===== src/rtl/core/rau_pkg.sv =====
// Types and constants of the rational arithmetic unit.
package rau_pkg;

    localparam logic [2:0] OP_ADD = 3'd0;
    localparam logic [2:0] OP_SUB = 3'd1;
    localparam logic [2:0] OP_MUL = 3'd2;
    localparam logic [2:0] OP_DIV = 3'd3;
    localparam logic [2:0] OP_EQ  = 3'd4;
    localparam logic [2:0] OP_RED = 3'd5;
    localparam logic [2:0] OP_GCD = 3'd6;
    localparam logic [2:0] OP_LCM = 3'd7;

    localparam logic [1:0] ERR_OK   = 2'd0;
    localparam logic [1:0] ERR_ZERO = 2'd1;
    localparam logic [1:0] ERR_OVF  = 2'd2;

    typedef struct packed {
        logic [2:0]         opcode;
        logic signed [31:0] a_num;
        logic signed [31:0] a_den;
        logic signed [31:0] b_num;
        logic signed [31:0] b_den;
    } rau_in_t;

    typedef struct packed {
        logic signed [63:0] res_num;
        logic signed [63:0] res_den;
        logic               is_equal;
        logic [1:0]         error_code;
    } rau_out_t;

    typedef enum logic [1:0] {MS_AN_BD, MS_BN_AD, MS_AD_BD, MS_AN_BN} mul_sel_t;
    typedef enum logic [1:0] {MD_P, MD_Q, MD_RN, MD_RD} mul_dst_t;
    typedef enum logic [1:0] {DS_EU, DS_AN, DS_AD, DS_P} div_src_t;

    typedef struct packed {
        logic     load;
        logic     mul_en;
        mul_sel_t mul_sel;
        mul_dst_t mul_dst;
        logic     addsub;
        logic     sub;
        logic     cmp;
        logic     eu_init;
        logic     eu_den;
        logic     div_start;
        div_src_t div_src;
        logic     rn_from_x;
        logic     rd_one;
        logic     finish;
    } rau_cmd_t;

    typedef struct packed {
        logic err_zero;
        logic div_done;
        logic y_zero;
    } rau_sts_t;

endpackage


===== src/rtl/core/rau_div.sv =====
// Iterative restoring divider with truncating signed quotient and remainder.
module rau_div
    import rau_pkg::*;
(
    input  logic               aclk,
    input  logic               aresetn,
    input  logic               start,
    input  logic signed [63:0] dividend,
    input  logic signed [31:0] divisor,
    output logic               done,
    output logic signed [63:0] quotient,
    output logic signed [31:0] remainder
);
    localparam int STEPS = 64;
    localparam int CNT_W = $clog2(STEPS);
    localparam logic [CNT_W-1:0] CNT_LAST = CNT_W'(STEPS - 1);

    logic             busy_reg;
    logic             done_reg;
    logic [CNT_W-1:0] cnt_reg;
    logic [63:0]      acc_reg, acc_next;
    logic [31:0]      rem_reg, rem_next;
    logic [31:0]      dsr_reg;
    logic             qneg_reg, rneg_reg;
    logic [32:0]      shifted, diff;
    logic             fits;

    always_comb begin
        shifted  = {rem_reg, acc_reg[63]};
        diff     = shifted - {1'b0, dsr_reg};
        fits     = shifted >= {1'b0, dsr_reg};
        rem_next = fits ? diff[31:0] : shifted[31:0];
        acc_next = {acc_reg[62:0], fits};
    end

    always_ff @(posedge aclk) begin
        if (!aresetn) begin
            busy_reg <= 1'b0;
            done_reg <= 1'b0;
            cnt_reg  <= '0;
        end else begin
            done_reg <= 1'b0;
            if (start) begin
                busy_reg <= 1'b1;
                cnt_reg  <= '0;
            end else if (busy_reg) begin
                cnt_reg <= cnt_reg + 1'b1;
                if (cnt_reg == CNT_LAST) begin
                    busy_reg <= 1'b0;
                    done_reg <= 1'b1;
                end
            end
        end
    end

    always_ff @(posedge aclk) begin
        if (start) begin
            acc_reg  <= dividend[63] ? 64'(-dividend) : 64'(dividend);
            dsr_reg  <= divisor[31] ? 32'(-divisor) : 32'(divisor);
            rem_reg  <= '0;
            qneg_reg <= dividend[63] ^ divisor[31];
            rneg_reg <= dividend[63];
        end else if (busy_reg) begin
            acc_reg <= acc_next;
            rem_reg <= rem_next;
        end
    end

    assign done      = done_reg;
    assign quotient  = qneg_reg ? -$signed(acc_reg) : $signed(acc_reg);
    assign remainder = rneg_reg ? -$signed(rem_reg) : $signed(rem_reg);

endmodule


===== src/rtl/core/rau_dp.sv =====
// Datapath: operand registers, shared multiplier, Euclid registers and divider.
module rau_dp
    import rau_pkg::*;
#(
    parameter int DATA_WIDTH = 32
) (
    input  logic     aclk,
    input  logic     aresetn,
    input  rau_in_t  s_data,
    input  rau_cmd_t cmd,
    output rau_sts_t sts,
    output rau_out_t m_data
);
    logic signed [DATA_WIDTH-1:0] an_lo, ad_lo, bn_lo, bd_lo;
    logic signed [31:0] an_sx, ad_sx, bn_sx, bd_sx;
    logic signed [31:0] an_reg, ad_reg, bn_reg, bd_reg;
    logic signed [31:0] x_reg, y_reg;
    logic signed [63:0] p_reg, q_reg, rn_reg, rd_reg;
    logic               eq_reg;
    logic [1:0]         err_reg, err_load;
    div_src_t           src_reg;
    rau_out_t           out_reg;
    logic signed [31:0] mul_a, mul_b;
    logic signed [63:0] product;
    logic signed [64:0] sum;
    logic signed [63:0] div_dvd;
    logic               div_done;
    logic signed [63:0] div_q;
    logic signed [31:0] div_r;

    assign an_lo = s_data.a_num[DATA_WIDTH-1:0];
    assign ad_lo = s_data.a_den[DATA_WIDTH-1:0];
    assign bn_lo = s_data.b_num[DATA_WIDTH-1:0];
    assign bd_lo = s_data.b_den[DATA_WIDTH-1:0];
    assign an_sx = 32'(an_lo);
    assign ad_sx = 32'(ad_lo);
    assign bn_sx = 32'(bn_lo);
    assign bd_sx = 32'(bd_lo);

    always_comb begin
        err_load = ERR_OK;
        unique case (s_data.opcode)
            OP_ADD, OP_SUB, OP_MUL, OP_EQ: begin
                if (ad_sx == 0 || bd_sx == 0) err_load = ERR_ZERO;
            end
            OP_DIV: begin
                if (ad_sx == 0 || bd_sx == 0 || bn_sx == 0) err_load = ERR_ZERO;
            end
            OP_RED: begin
                if (ad_sx == 0) err_load = ERR_ZERO;
            end
            default: begin
                if (bn_sx == 0) err_load = ERR_ZERO;
            end
        endcase
    end

    always_comb begin
        unique case (cmd.mul_sel)
            MS_AN_BD: begin mul_a = an_reg; mul_b = bd_reg; end
            MS_BN_AD: begin mul_a = bn_reg; mul_b = ad_reg; end
            MS_AD_BD: begin mul_a = ad_reg; mul_b = bd_reg; end
            default:  begin mul_a = an_reg; mul_b = bn_reg; end
        endcase
        product = mul_a * mul_b;
        sum = cmd.sub ? (65'(p_reg) - 65'(q_reg)) : (65'(p_reg) + 65'(q_reg));
        unique case (cmd.div_src)
            DS_EU:   div_dvd = 64'(x_reg);
            DS_AN:   div_dvd = 64'(an_reg);
            DS_AD:   div_dvd = 64'(ad_reg);
            default: div_dvd = p_reg;
        endcase
    end

    rau_div u_div (
        .aclk      (aclk),
        .aresetn   (aresetn),
        .start     (cmd.div_start),
        .dividend  (div_dvd),
        .divisor   (cmd.div_src == DS_EU ? y_reg : x_reg),
        .done      (div_done),
        .quotient  (div_q),
        .remainder (div_r)
    );

    always_ff @(posedge aclk) begin
        if (cmd.load) begin
            an_reg  <= an_sx;
            ad_reg  <= ad_sx;
            bn_reg  <= bn_sx;
            bd_reg  <= bd_sx;
            err_reg <= err_load;
            eq_reg  <= 1'b0;
        end
        if (cmd.mul_en) begin
            unique case (cmd.mul_dst)
                MD_P:    p_reg  <= product;
                MD_Q:    q_reg  <= product;
                MD_RN:   rn_reg <= product;
                default: rd_reg <= product;
            endcase
        end
        if (cmd.addsub) begin
            rn_reg <= sum[63:0];
            if (sum[64] != sum[63]) err_reg <= ERR_OVF;
        end
        if (cmd.cmp) begin
            eq_reg <= (p_reg == q_reg);
            rn_reg <= '0;
            rd_reg <= 64'sd1;
        end
        if (cmd.eu_init) begin
            x_reg <= an_reg;
            y_reg <= cmd.eu_den ? ad_reg : bn_reg;
        end
        if (cmd.div_start) src_reg <= cmd.div_src;
        if (div_done) begin
            unique case (src_reg)
                DS_EU: begin
                    x_reg <= y_reg;
                    y_reg <= div_r;
                end
                DS_AD:   rd_reg <= div_q;
                default: rn_reg <= div_q;
            endcase
        end
        if (cmd.rn_from_x) rn_reg <= 64'(x_reg);
        if (cmd.rd_one)    rd_reg <= 64'sd1;
        if (cmd.finish) begin
            if (err_reg != ERR_OK) begin
                out_reg.res_num  <= '0;
                out_reg.res_den  <= '0;
                out_reg.is_equal <= 1'b0;
            end else begin
                out_reg.res_num  <= rn_reg;
                out_reg.res_den  <= rd_reg;
                out_reg.is_equal <= eq_reg;
            end
            out_reg.error_code <= err_reg;
        end
    end

    assign sts.err_zero = (err_reg == ERR_ZERO);
    assign sts.div_done = div_done;
    assign sts.y_zero   = (y_reg == 0);
    assign m_data       = out_reg;

endmodule


===== src/rtl/core/rau_ctrl.sv =====
// Controller: sequences the datapath for each opcode and owns both handshakes.
module rau_ctrl
    import rau_pkg::*;
(
    input  logic     aclk,
    input  logic     aresetn,
    input  logic     s_valid,
    input  logic [2:0] s_opcode,
    output logic     s_ready,
    output logic     m_valid,
    input  logic     m_ready,
    input  rau_sts_t sts,
    output rau_cmd_t cmd
);
    typedef enum logic [4:0] {
        S_IDLE, S_CHECK, S_MUL_A, S_MUL_B, S_ADDSUB, S_MUL_C, S_CMP,
        S_EU_INIT, S_EU_START, S_EU_WAIT, S_EU_TEST, S_GCD,
        S_DV1_START, S_DV1_WAIT, S_DV2_START, S_DV2_WAIT, S_FIN
    } state_t;

    state_t     state_reg;
    logic [2:0] op_reg;
    logic       m_valid_reg;
    logic       out_free;

    assign out_free = !m_valid_reg || m_ready;
    assign s_ready  = (state_reg == S_IDLE);
    assign m_valid  = m_valid_reg;

    always_comb begin
        cmd         = '0;
        cmd.mul_sel = MS_AN_BD;
        cmd.mul_dst = MD_P;
        cmd.div_src = DS_EU;
        cmd.sub     = (op_reg == OP_SUB);
        unique case (state_reg)
            S_IDLE: cmd.load = s_valid;
            S_MUL_A: begin
                cmd.mul_en = 1'b1;
                priority if (op_reg == OP_MUL) begin
                    cmd.mul_sel = MS_AN_BN;
                    cmd.mul_dst = MD_RN;
                end else if (op_reg == OP_DIV) begin
                    cmd.mul_dst = MD_RN;
                end else if (op_reg == OP_LCM) begin
                    cmd.mul_sel = MS_AN_BN;
                end else begin
                    // Add, subtract and equal form a_num * b_den into p.
                    cmd.mul_sel = MS_AN_BD;
                end
            end
            S_MUL_B: begin
                cmd.mul_en = 1'b1;
                priority if (op_reg == OP_MUL) begin
                    cmd.mul_sel = MS_AD_BD;
                    cmd.mul_dst = MD_RD;
                end else if (op_reg == OP_DIV) begin
                    cmd.mul_sel = MS_BN_AD;
                    cmd.mul_dst = MD_RD;
                end else begin
                    cmd.mul_sel = MS_BN_AD;
                    cmd.mul_dst = MD_Q;
                end
            end
            S_ADDSUB: cmd.addsub = 1'b1;
            S_MUL_C: begin
                cmd.mul_en  = 1'b1;
                cmd.mul_sel = MS_AD_BD;
                cmd.mul_dst = MD_RD;
            end
            S_CMP: cmd.cmp = 1'b1;
            S_EU_INIT: begin
                cmd.eu_init = 1'b1;
                cmd.eu_den  = (op_reg == OP_RED);
            end
            S_EU_START: cmd.div_start = 1'b1;
            S_GCD: begin
                cmd.rn_from_x = 1'b1;
                cmd.rd_one    = 1'b1;
            end
            S_DV1_START: begin
                cmd.div_start = 1'b1;
                cmd.div_src   = (op_reg == OP_RED) ? DS_AN : DS_P;
                cmd.rd_one    = (op_reg == OP_LCM);
            end
            S_DV1_WAIT: cmd.div_src = (op_reg == OP_RED) ? DS_AN : DS_P;
            S_DV2_START: begin
                cmd.div_start = 1'b1;
                cmd.div_src   = DS_AD;
            end
            S_DV2_WAIT: cmd.div_src = DS_AD;
            S_FIN: cmd.finish = out_free;
            default: ;
        endcase
    end

    always_ff @(posedge aclk) begin
        if (!aresetn) begin
            state_reg   <= S_IDLE;
            op_reg      <= OP_ADD;
            m_valid_reg <= 1'b0;
        end else begin
            // A new result takes precedence over the one being consumed this cycle.
            if (state_reg == S_FIN && out_free) begin
                m_valid_reg <= 1'b1;
            end else if (m_ready) begin
                m_valid_reg <= 1'b0;
            end
            unique case (state_reg)
                S_IDLE: begin
                    if (s_valid) begin
                        op_reg    <= s_opcode;
                        state_reg <= S_CHECK;
                    end
                end
                S_CHECK: begin
                    priority if (sts.err_zero) begin
                        state_reg <= S_FIN;
                    end else if (op_reg == OP_RED || op_reg == OP_GCD
                                 || op_reg == OP_LCM) begin
                        state_reg <= S_EU_INIT;
                    end else begin
                        state_reg <= S_MUL_A;
                    end
                end
                S_MUL_A: state_reg <= (op_reg == OP_LCM) ? S_DV1_START : S_MUL_B;
                S_MUL_B: begin
                    priority if (op_reg == OP_ADD || op_reg == OP_SUB) begin
                        state_reg <= S_ADDSUB;
                    end else if (op_reg == OP_EQ) begin
                        state_reg <= S_CMP;
                    end else begin
                        state_reg <= S_FIN;
                    end
                end
                S_ADDSUB:   state_reg <= S_MUL_C;
                S_MUL_C:    state_reg <= S_FIN;
                S_CMP:      state_reg <= S_FIN;
                S_EU_INIT:  state_reg <= S_EU_START;
                S_EU_START: state_reg <= S_EU_WAIT;
                S_EU_WAIT:  if (sts.div_done) state_reg <= S_EU_TEST;
                S_EU_TEST: begin
                    priority if (!sts.y_zero) begin
                        state_reg <= S_EU_START;
                    end else if (op_reg == OP_GCD) begin
                        state_reg <= S_GCD;
                    end else if (op_reg == OP_RED) begin
                        state_reg <= S_DV1_START;
                    end else begin
                        state_reg <= S_MUL_A;
                    end
                end
                S_GCD:       state_reg <= S_FIN;
                S_DV1_START: state_reg <= S_DV1_WAIT;
                S_DV1_WAIT: begin
                    if (sts.div_done) begin
                        state_reg <= (op_reg == OP_RED) ? S_DV2_START : S_FIN;
                    end
                end
                S_DV2_START: state_reg <= S_DV2_WAIT;
                S_DV2_WAIT:  if (sts.div_done) state_reg <= S_FIN;
                S_FIN: begin
                    if (out_free) begin
                        state_reg <= S_IDLE;
                    end
                end
                default: state_reg <= S_IDLE;
            endcase
        end
    end

endmodule


===== src/rtl/core/rational_arithmetic_unit.sv =====
// Top level of the rational arithmetic unit: controller, datapath and handshake ports.
//
//   Channel | Ports                     | Moves per transaction
//   --------+---------------------------+------------------------------------------
//   s_      | s_valid s_ready s_data    | opcode and two signed fractions
//   m_      | m_valid m_ready m_data    | numerator, denominator, equality, error
//
// After the check, multiply and divide form two products in turn, equal then compares,
// and add and subtract form the sum and a third product, on the single shared 32 by 32
// multiplier used once per cycle; a zero denominator or divisor skips to finish.
// Reduce, gcd and lcm run Euclid's loop on a 64-step restoring divider; reduce then
// divides twice more, and lcm multiplies once and divides once more.
// One transaction is in flight at a time; a finished result waits in the output
// register, and the next transaction is taken while it waits. Reset is synchronous and
// active low, and clears only the control state.
module rational_arithmetic_unit
    import rau_pkg::*;
#(
    parameter int DATA_WIDTH = 32
) (
    input  logic     aclk,
    input  logic     aresetn,
    input  logic     s_valid,
    output logic     s_ready,
    input  rau_in_t  s_data,
    output logic     m_valid,
    input  logic     m_ready,
    output rau_out_t m_data
);
    // Command and status bundles between the sequencer and the datapath.
    rau_cmd_t cmd;
    rau_sts_t sts;

    // The controller owns both handshakes and walks each opcode's schedule.
    rau_ctrl u_ctrl (
        .aclk     (aclk),
        .aresetn  (aresetn),
        .s_valid  (s_valid),
        .s_opcode (s_data.opcode),
        .s_ready  (s_ready),
        .m_valid  (m_valid),
        .m_ready  (m_ready),
        .sts      (sts),
        .cmd      (cmd)
    );

    // The datapath takes the low DATA_WIDTH bits of each operand, sign-extended.
    rau_dp #(
        .DATA_WIDTH (DATA_WIDTH)
    ) u_dp (
        .aclk    (aclk),
        .aresetn (aresetn),
        .s_data  (s_data),
        .cmd     (cmd),
        .sts     (sts),
        .m_data  (m_data)
    );

endmodule


===== config.mk =====
export PLATFORM = sky130hd
export DESIGN_NAME = rational_arithmetic_unit
export DESIGN_NICKNAME = d
export VERILOG_FILES = /design/src/rtl/core/rau_pkg.sv /design/src/rtl/core/rau_div.sv /design/src/rtl/core/rau_dp.sv /design/src/rtl/core/rau_ctrl.sv /design/src/rtl/core/rational_arithmetic_unit.sv
export SDC_FILE = /design/constraint.sdc
export NUM_CORES = 2
export LEC_CHECK = 0
export BUFFER_PORTS_ARGS = -buffer_cell sky130_fd_sc_hd__buf_2
export CORE_ASPECT_RATIO = 0.7
export CORE_MARGIN = 2
export CORE_UTILIZATION = 45
export CTS_CLUSTER_SIZE = 14
export DETAILED_ROUTE_END_ITERATION = 12
export PLACE_DENSITY_LB_ADDON = 0.25
export SLEW_MARGIN = 25
export SYNTH_ARGS = -nofsm -noshare
export SYNTH_HDL_FRONTEND = slang
export SYNTH_SLANG_ARGS = --single-unit

===== constraint.sdc =====
create_clock -name aclk -period 10.45 [get_ports aclk]
set_input_delay 1.5675 -clock aclk [delete_from_list [all_inputs] [get_ports aclk]]
set_output_delay 1.5675 -clock aclk [all_outputs]
set_load 0.1 [all_outputs]

# Word level (Yosys, flattened, before mapping)
# Index checks and enable logic that the tools add are counted.
# totals
latch_bits,0
ramBits,0
memories,0
wordCells,202
register_bits,731
input_bits,135
romBits,0
# op_classes
eq_ne,44
shift,0
n_mux,79
n_lt_le_gt_ge,1
bitwise,3
n_div,0
n_reduce_logical,37
add_sub_neg,8
multipliers,1
# ops
cell,n
2-to-1 mux 64 bit,16
2-to-1 mux 32 bit,10
case mux 64 bit (3 select lines),1
zero test 32 bit,4
negator 64 bit,2
case mux 32 bit (2 select lines),2
case mux 5 bit (15 select lines),1
adder 64 x 64 -> 65 bit,1
2-to-1 mux 65 bit,1
subtractor 64 x 64 -> 65 bit,1
== test 64 bit,1
multiplier 32 x 32 -> 64 bit,1
negator 32 bit,2
2-to-1 mux 5 bit,11
== test 5 x 4 -> 1 bit (second input constant),8
>= comparator 33 x 32 -> 1 bit,1
subtractor 32 bit,1
2-to-1 mux 31 bit,1
== test 5 x 3 -> 1 bit (second input constant),4
== test 3 bit (second input constant),6
2-to-1 mux 1 bit,18
2-to-1 mux 2 bit,9
2-to-1 mux 4 bit,4
case mux 5 bit (3 select lines),1
30 further kinds,66

# Depth between registers and ports, before layout
# depth
ltp_word,16
depth_mapped,47

# By module
# From an unflattened synthesis, not the netlist that was laid out.
# hier_totals
cells_unflattened,8786
area_unflattened_um2,80379.6
# modules_own_cells
module,instances,cells_each,area_each_um2
rau_dp,1,7315,68160.4
rau_div,1,1325,11213.3
rau_ctrl,1,146,1006.0

# Worst setup path before layout
# Ideal clock, no wire load.
# synth_timing
path_type,register -> register
from,register u_ctrl.state_reg[1]
to,register u_dp.rd_reg[63]
arrival_time_ps,11009
setup_slack_ps,-629
n_path_buf,8
t_required_ps,10380
setup_ps,70
stages_incl_launch_ff,44
path_cell_list,dfxtp_1 -> clkbuf_1 -> clkbuf_1 -> buf_1 -> nand2_1 -> nor3_1 -> nand2_1 -> o21ai_0 -> a32o_1 -> nand2_1 -> ha_1 -> clkbuf_1 -> clkbuf_1 -> clkbuf_1 -> o21ai_1 -> clkbuf_1 -> nand2_1 -> inv_1 -> (+8 left out) -> inv_1 -> fa_1 -> inv_1 -> fa_1 -> ha_1 -> clkbuf_1 -> a21o_1 -> a21oi_1 -> o21ai_0 -> a21oi_1 -> nand3_1 -> o21ai_0 -> o21bai_1 -> a221o_1 -> a21o_1 -> xnor2_1 -> o21bai_1 -> a21oi_1
# synth_between
elab_chain_cells,11
# synth_rtl
item,line,rtl
start: declaration,rau_ctrl.sv:21,state_t state_reg;
start signal: assignment,rau_ctrl.sv:126,S_MUL_A: state_reg <= (op_reg == OP_LCM) ? S_DV1_START : S_MUL_B;
start signal: assignment,rau_ctrl.sv:157,state_reg <= (op_reg == OP_RED) ? S_DV2_START : S_FIN;
== test 5 x 3 -> 1 bit or == test 5 x 2 -> 1 bit (tied branches),rau_ctrl.sv:36,unique case (state_reg)
case mux 5 bit (3 select lines) *,rau_ctrl.sv:36,
== test 2 bit or zero test 2 bit (tied branches),rau_dp.sv:59,unique case (cmd.mul_sel)
OR reduction 2 bit (no line),n/a,
case mux 32 bit (2 select lines),rau_dp.sv:59,
multiplier 32 x 32 -> 64 bit *,rau_dp.sv:65,product = mul_a * mul_b;
named net u_dp.product[63],rau_dp.sv:24,logic signed [63:0] product;
2-to-1 mux 64 bit *,rau_dp.sv:96,unique case (cmd.mul_dst)
2-to-1 mux 64 bit *,rau_dp.sv:95,if (cmd.mul_en) begin
2-to-1 mux 64 bit *,rau_dp.sv:107,if (cmd.cmp) begin
2-to-1 mux 64 bit,rau_dp.sv:118,unique case (src_reg)
2-to-1 mux 64 bit *,rau_dp.sv:117,if (div_done) begin
end signal: assignment,rau_dp.sv:100,default: rd_reg <= product;
end signal: assignment,rau_dp.sv:123,DS_AD: rd_reg <= div_q;
end: declaration,rau_dp.sv:18,"logic signed [63:0] p_reg, q_reg, rn_reg, rd_reg;"
# The timed path passes the listed nets; every way through them passes the cells marked *.
# A chain may end at the register's enable or synchronous reset.

# Final worst setup path
# layout_timing
from,register u_ctrl.state_reg[4]
to,register u_dp.rn_reg[43]
# layout_between
elab_chain_cells,13
# layout_rtl
item,line,rtl
== test 5 x 3 -> 1 bit or == test 5 x 2 -> 1 bit (tied branches),rau_ctrl.sv:36,
case mux 5 bit (3 select lines) *,rau_ctrl.sv:36,
== test 2 bit or zero test 2 bit (tied branches),rau_dp.sv:59,
OR reduction 2 bit (no line),n/a,
case mux 32 bit (2 select lines),rau_dp.sv:59,
multiplier 32 x 32 -> 64 bit *,rau_dp.sv:65,
named net u_dp.product[43],rau_dp.sv:24,
2-to-1 mux 64 bit *,rau_dp.sv:96,
2-to-1 mux 64 bit *,rau_dp.sv:95,
2-to-1 mux 64 bit *,rau_dp.sv:103,if (cmd.addsub) begin
2-to-1 mux 64 bit *,rau_dp.sv:107,
2-to-1 mux 64 bit,rau_dp.sv:118,
2-to-1 mux 64 bit *,rau_dp.sv:117,
2-to-1 mux 64 bit *,rau_dp.sv:127,if (cmd.rn_from_x) rn_reg <= 64'(x_reg);
end signal: assignment,rau_dp.sv:104,rn_reg <= sum[63:0];
end signal: assignment,rau_dp.sv:124,default: rn_reg <= div_q;
end signal: assignment,rau_dp.sv:127,
end: declaration,rau_dp.sv:18,
# Marks and branches as above.

==> flow_summary.yaml <==
sta:
  fin_skew_ns: 0.08354
  fmax_ghz: 0.09800
  max-slew-margin-rel_pct: 22.25
  finalHoldViolations: 0
  worst_pin_slew_ns: 1.158
  setup_viol_count_final: 0
  fin_hold_ws_ns: 0.4973
  period_needed_ns: 10.20
  period_share_pct: 97.64
  final_max_slew_viol_count: 0
floorplan:
  coreArea_um2: 174700
  num_rows: 128
  dieWidth_um: 506.2
  die_area_um2: 179900
  initial_core_util_pct: 45.46
  io_pins: 268
  die-height_um: 355.5
worst_setup_path:
  crit_top_cell: "fa_1"
  cpLargestDelayFamily: "adder cells"
  crit_required_ns: 11.04
  worst_setup_path_start_kind: "flop"
  crit_path_end_kind: "flop"
  cp_slowest_cell: "fa_1"
  worstPathArrival_ns: 10.79
  worstSetupPathType: "flop to flop"
  cp_num_buf_inv: 5
  slowest_delay_ns: 0.63
  cp_max_fo: 26
hold_path:
  hold_class: "flop to flop"
cts:
  cts_buffer_depth: 3
  cts_tree: "built"
  cts_max_level: 3
  cts_inserted_buffers: 78
  root_buffer: "clkbuf_16"
  clk_pin_slew_ns: 0.07
  clock_sinks: 731
  insertion_delay_ns: 0.73
place:
  place_congestion: 1.039
  io_buffers: 267
  hpwl_um: 267700
  placed_area_um2: 86480
yosys:
  netlist_area_um2: 79430
  syn-num-nets: 10370
  synth_cell_types: 90
  ys_seq_area_share_pct: 24.57
  muxShareOfSynthArea_pct: 2.071
  synth_xor_area_share_pct: 3.650
  synth-seq-cells: 731
  synth_top_family_by_area: "adder cells"
  synth-simple-area-share_pct: 15.01
  synth_edf_count: 488
  synthAdderAreaFrac_pct: 32.89
  yosysWarnings: 0
  ys.flop_type: "edfxtp_1"
  netlist_instances: 8801
  async_flop_share_pct: 0
  avgSynthCellArea_um2: 9.025
  synth_compound_area_share_pct: 13.89
route:
  ant_nets: 0
  drt-total-wl_um: 330400
  highest_layer: "met5"
  vias: 69940
  wl_met2_um: 121900
  met3_length_um: 53810
  wire_per_inst_um: 28.50
  first_pass_iters: 8
  wl_met1_um: 144300
  drt_iter0_drc: 10020
  viasPerCell: 6.032
  drc: 0
final_layout:
  largest_reg_flops: 131
  nNetsFinal: 10750
  areaGrowthSynthToFinish_pct: 13.71
  mostFrequentLayoutCell: "inv_1"
  layout_common_cells: "inv_1, fa_1, nand2_1"
  drive_above_1_share_pct: 11.90
  postLayoutCellArea_um2: 90320
global_route:
  grt_overflow: 0
  grt_pass1_vias: 66400
  antenna_found_initial: 21
  grt_pass1_wl_um: 469000
  grt_use_total_pct: 35.74
  grt_max_degree: 112
run_status:
  run_status: "completed"
run:
  maxCapViolCount: 0
## worst register-to-register path: cells and delay by family (launching register included)
family	cells	cell delay (ns)
DFF	1	0.31
and+or+nand+nor	7	1.39
AOI/OAI and AO/OA	14	2.87
buffers and inverters	5	0.78
adders and majority gates	10	4.72
## logic make-up (layout without fill, tap and decap cells)
group,count (synthesis),in the layout
AOI/OAI and AO/OA,1756,1756
muxes,164,164
and+or+nand+nor,2714,2714
buffers and inverters,1668,2107
DFF,731,731
other,0,14
adders and majority gates,1437,1437
xor gates and xnor gates,331,331
## path summary, 6_finish.rpt
| check | end | cells after the start | startpoint | slack, ns |
|---|---|---|---|---|
| min reg2reg | u_dp.rd_reg[57] | 1 | u_dp.rd_reg[57] | 0.50 |
| min | u_dp.rd_reg[57] | 1 | u_dp.rd_reg[57] | 0.50 |
| max reg2reg | u_dp.rn_reg[43] | 36 | u_ctrl.state_reg[4] | 0.25 |
| max | u_dp.rn_reg[43] | 36 | u_ctrl.state_reg[4] | 0.25 |
## cells in the mapped netlist (29+ instances only)
master    number  area, µm²
edfxtp_1     488      14650
o221ai_1      29      254.0
o211ai_1      44      330.3
o31ai_1       65      488.0
nand3_1      111      555.5
a21oi_1      490       2452
a22oi_1       74      555.5
mux2i_1      161       1612
nand2_1     1028       3859
o22a_1        34      297.8
a211oi_1      72      540.5
o21ai_1       55      275.3
xnor2_1      178       1559
ha_1         352       4404
or3_1         31      193.9
buf_1         50      187.7
nand2b_1      39      244.0
clkbuf_1     413       1550
a21o_1        76      570.6
o21bai_1      37      277.8
inv_1       1185       4448
nand4_1       54      337.8
o21a_1        94      705.7
nor2b_1       47      294.0
nor3_1        97      485.5
xor2_1       153       1340
o21ai_0      412       2062
nor4_1        70      437.9
dfxtp_1      243       4865
fa_1        1085      21720
nor2_1       962       3611
a31oi_1       67      419.2
and2_1       158      988.5
## stage by stage
| step | setup WS [ns] | util [%] | std cells | TNS (ns) |
|---|---|---|---|---|
| floorplan | 0.05066 | - | 8801 | 0 |
| global placement | -0.02901 | 49.49 | 11390 | -0.04419 |
| detailed placement | -0.1098 | 49.49 | 11390 | -0.4089 |
| CTS | 0.02138 | 50.99 | 11530 | 0 |
| global route | -0.01049 | 51.67 | 11580 | -0.01917 |
| finish | 0.2464 | 51.69 | 11590 | 0 |
## final cells by class
cell class | instances | area, µm²
flip-flops and latches | 731 | 19520
repair buffers | 775 | 6421
fillers | 16080 | 84400
clock buffers | 104 | 2173
clock inverters | 37 | 414.1
multi-input cells | 6402 | 54360
well taps | 2340 | 2928
diodes | 14 | 35.03
inverters | 1191 | 4477
## repair_timing
| item | in CTS | in global routing |
|---|---|---|
| setup endpoints to repair | 12 | 80 |
| hold buffers | 0 | 0 |
| cloned | 0 | 12 |
| gates resized for setup | 5 | 126 |
| pin swaps | 0 | 31 |
| setup buffers | 1 | 34 |
## layer usage
layer  track usage, %  up-vias
li1                 -    29830
met1            54.83    34830
met2            45.51     4745
met3            14.59      517
met4            9.051       16
met5                0        -
Power is left out: the tool's default activity adds up to more than one toggle a clock period on the data nets, which glitch-free logic cannot reach.
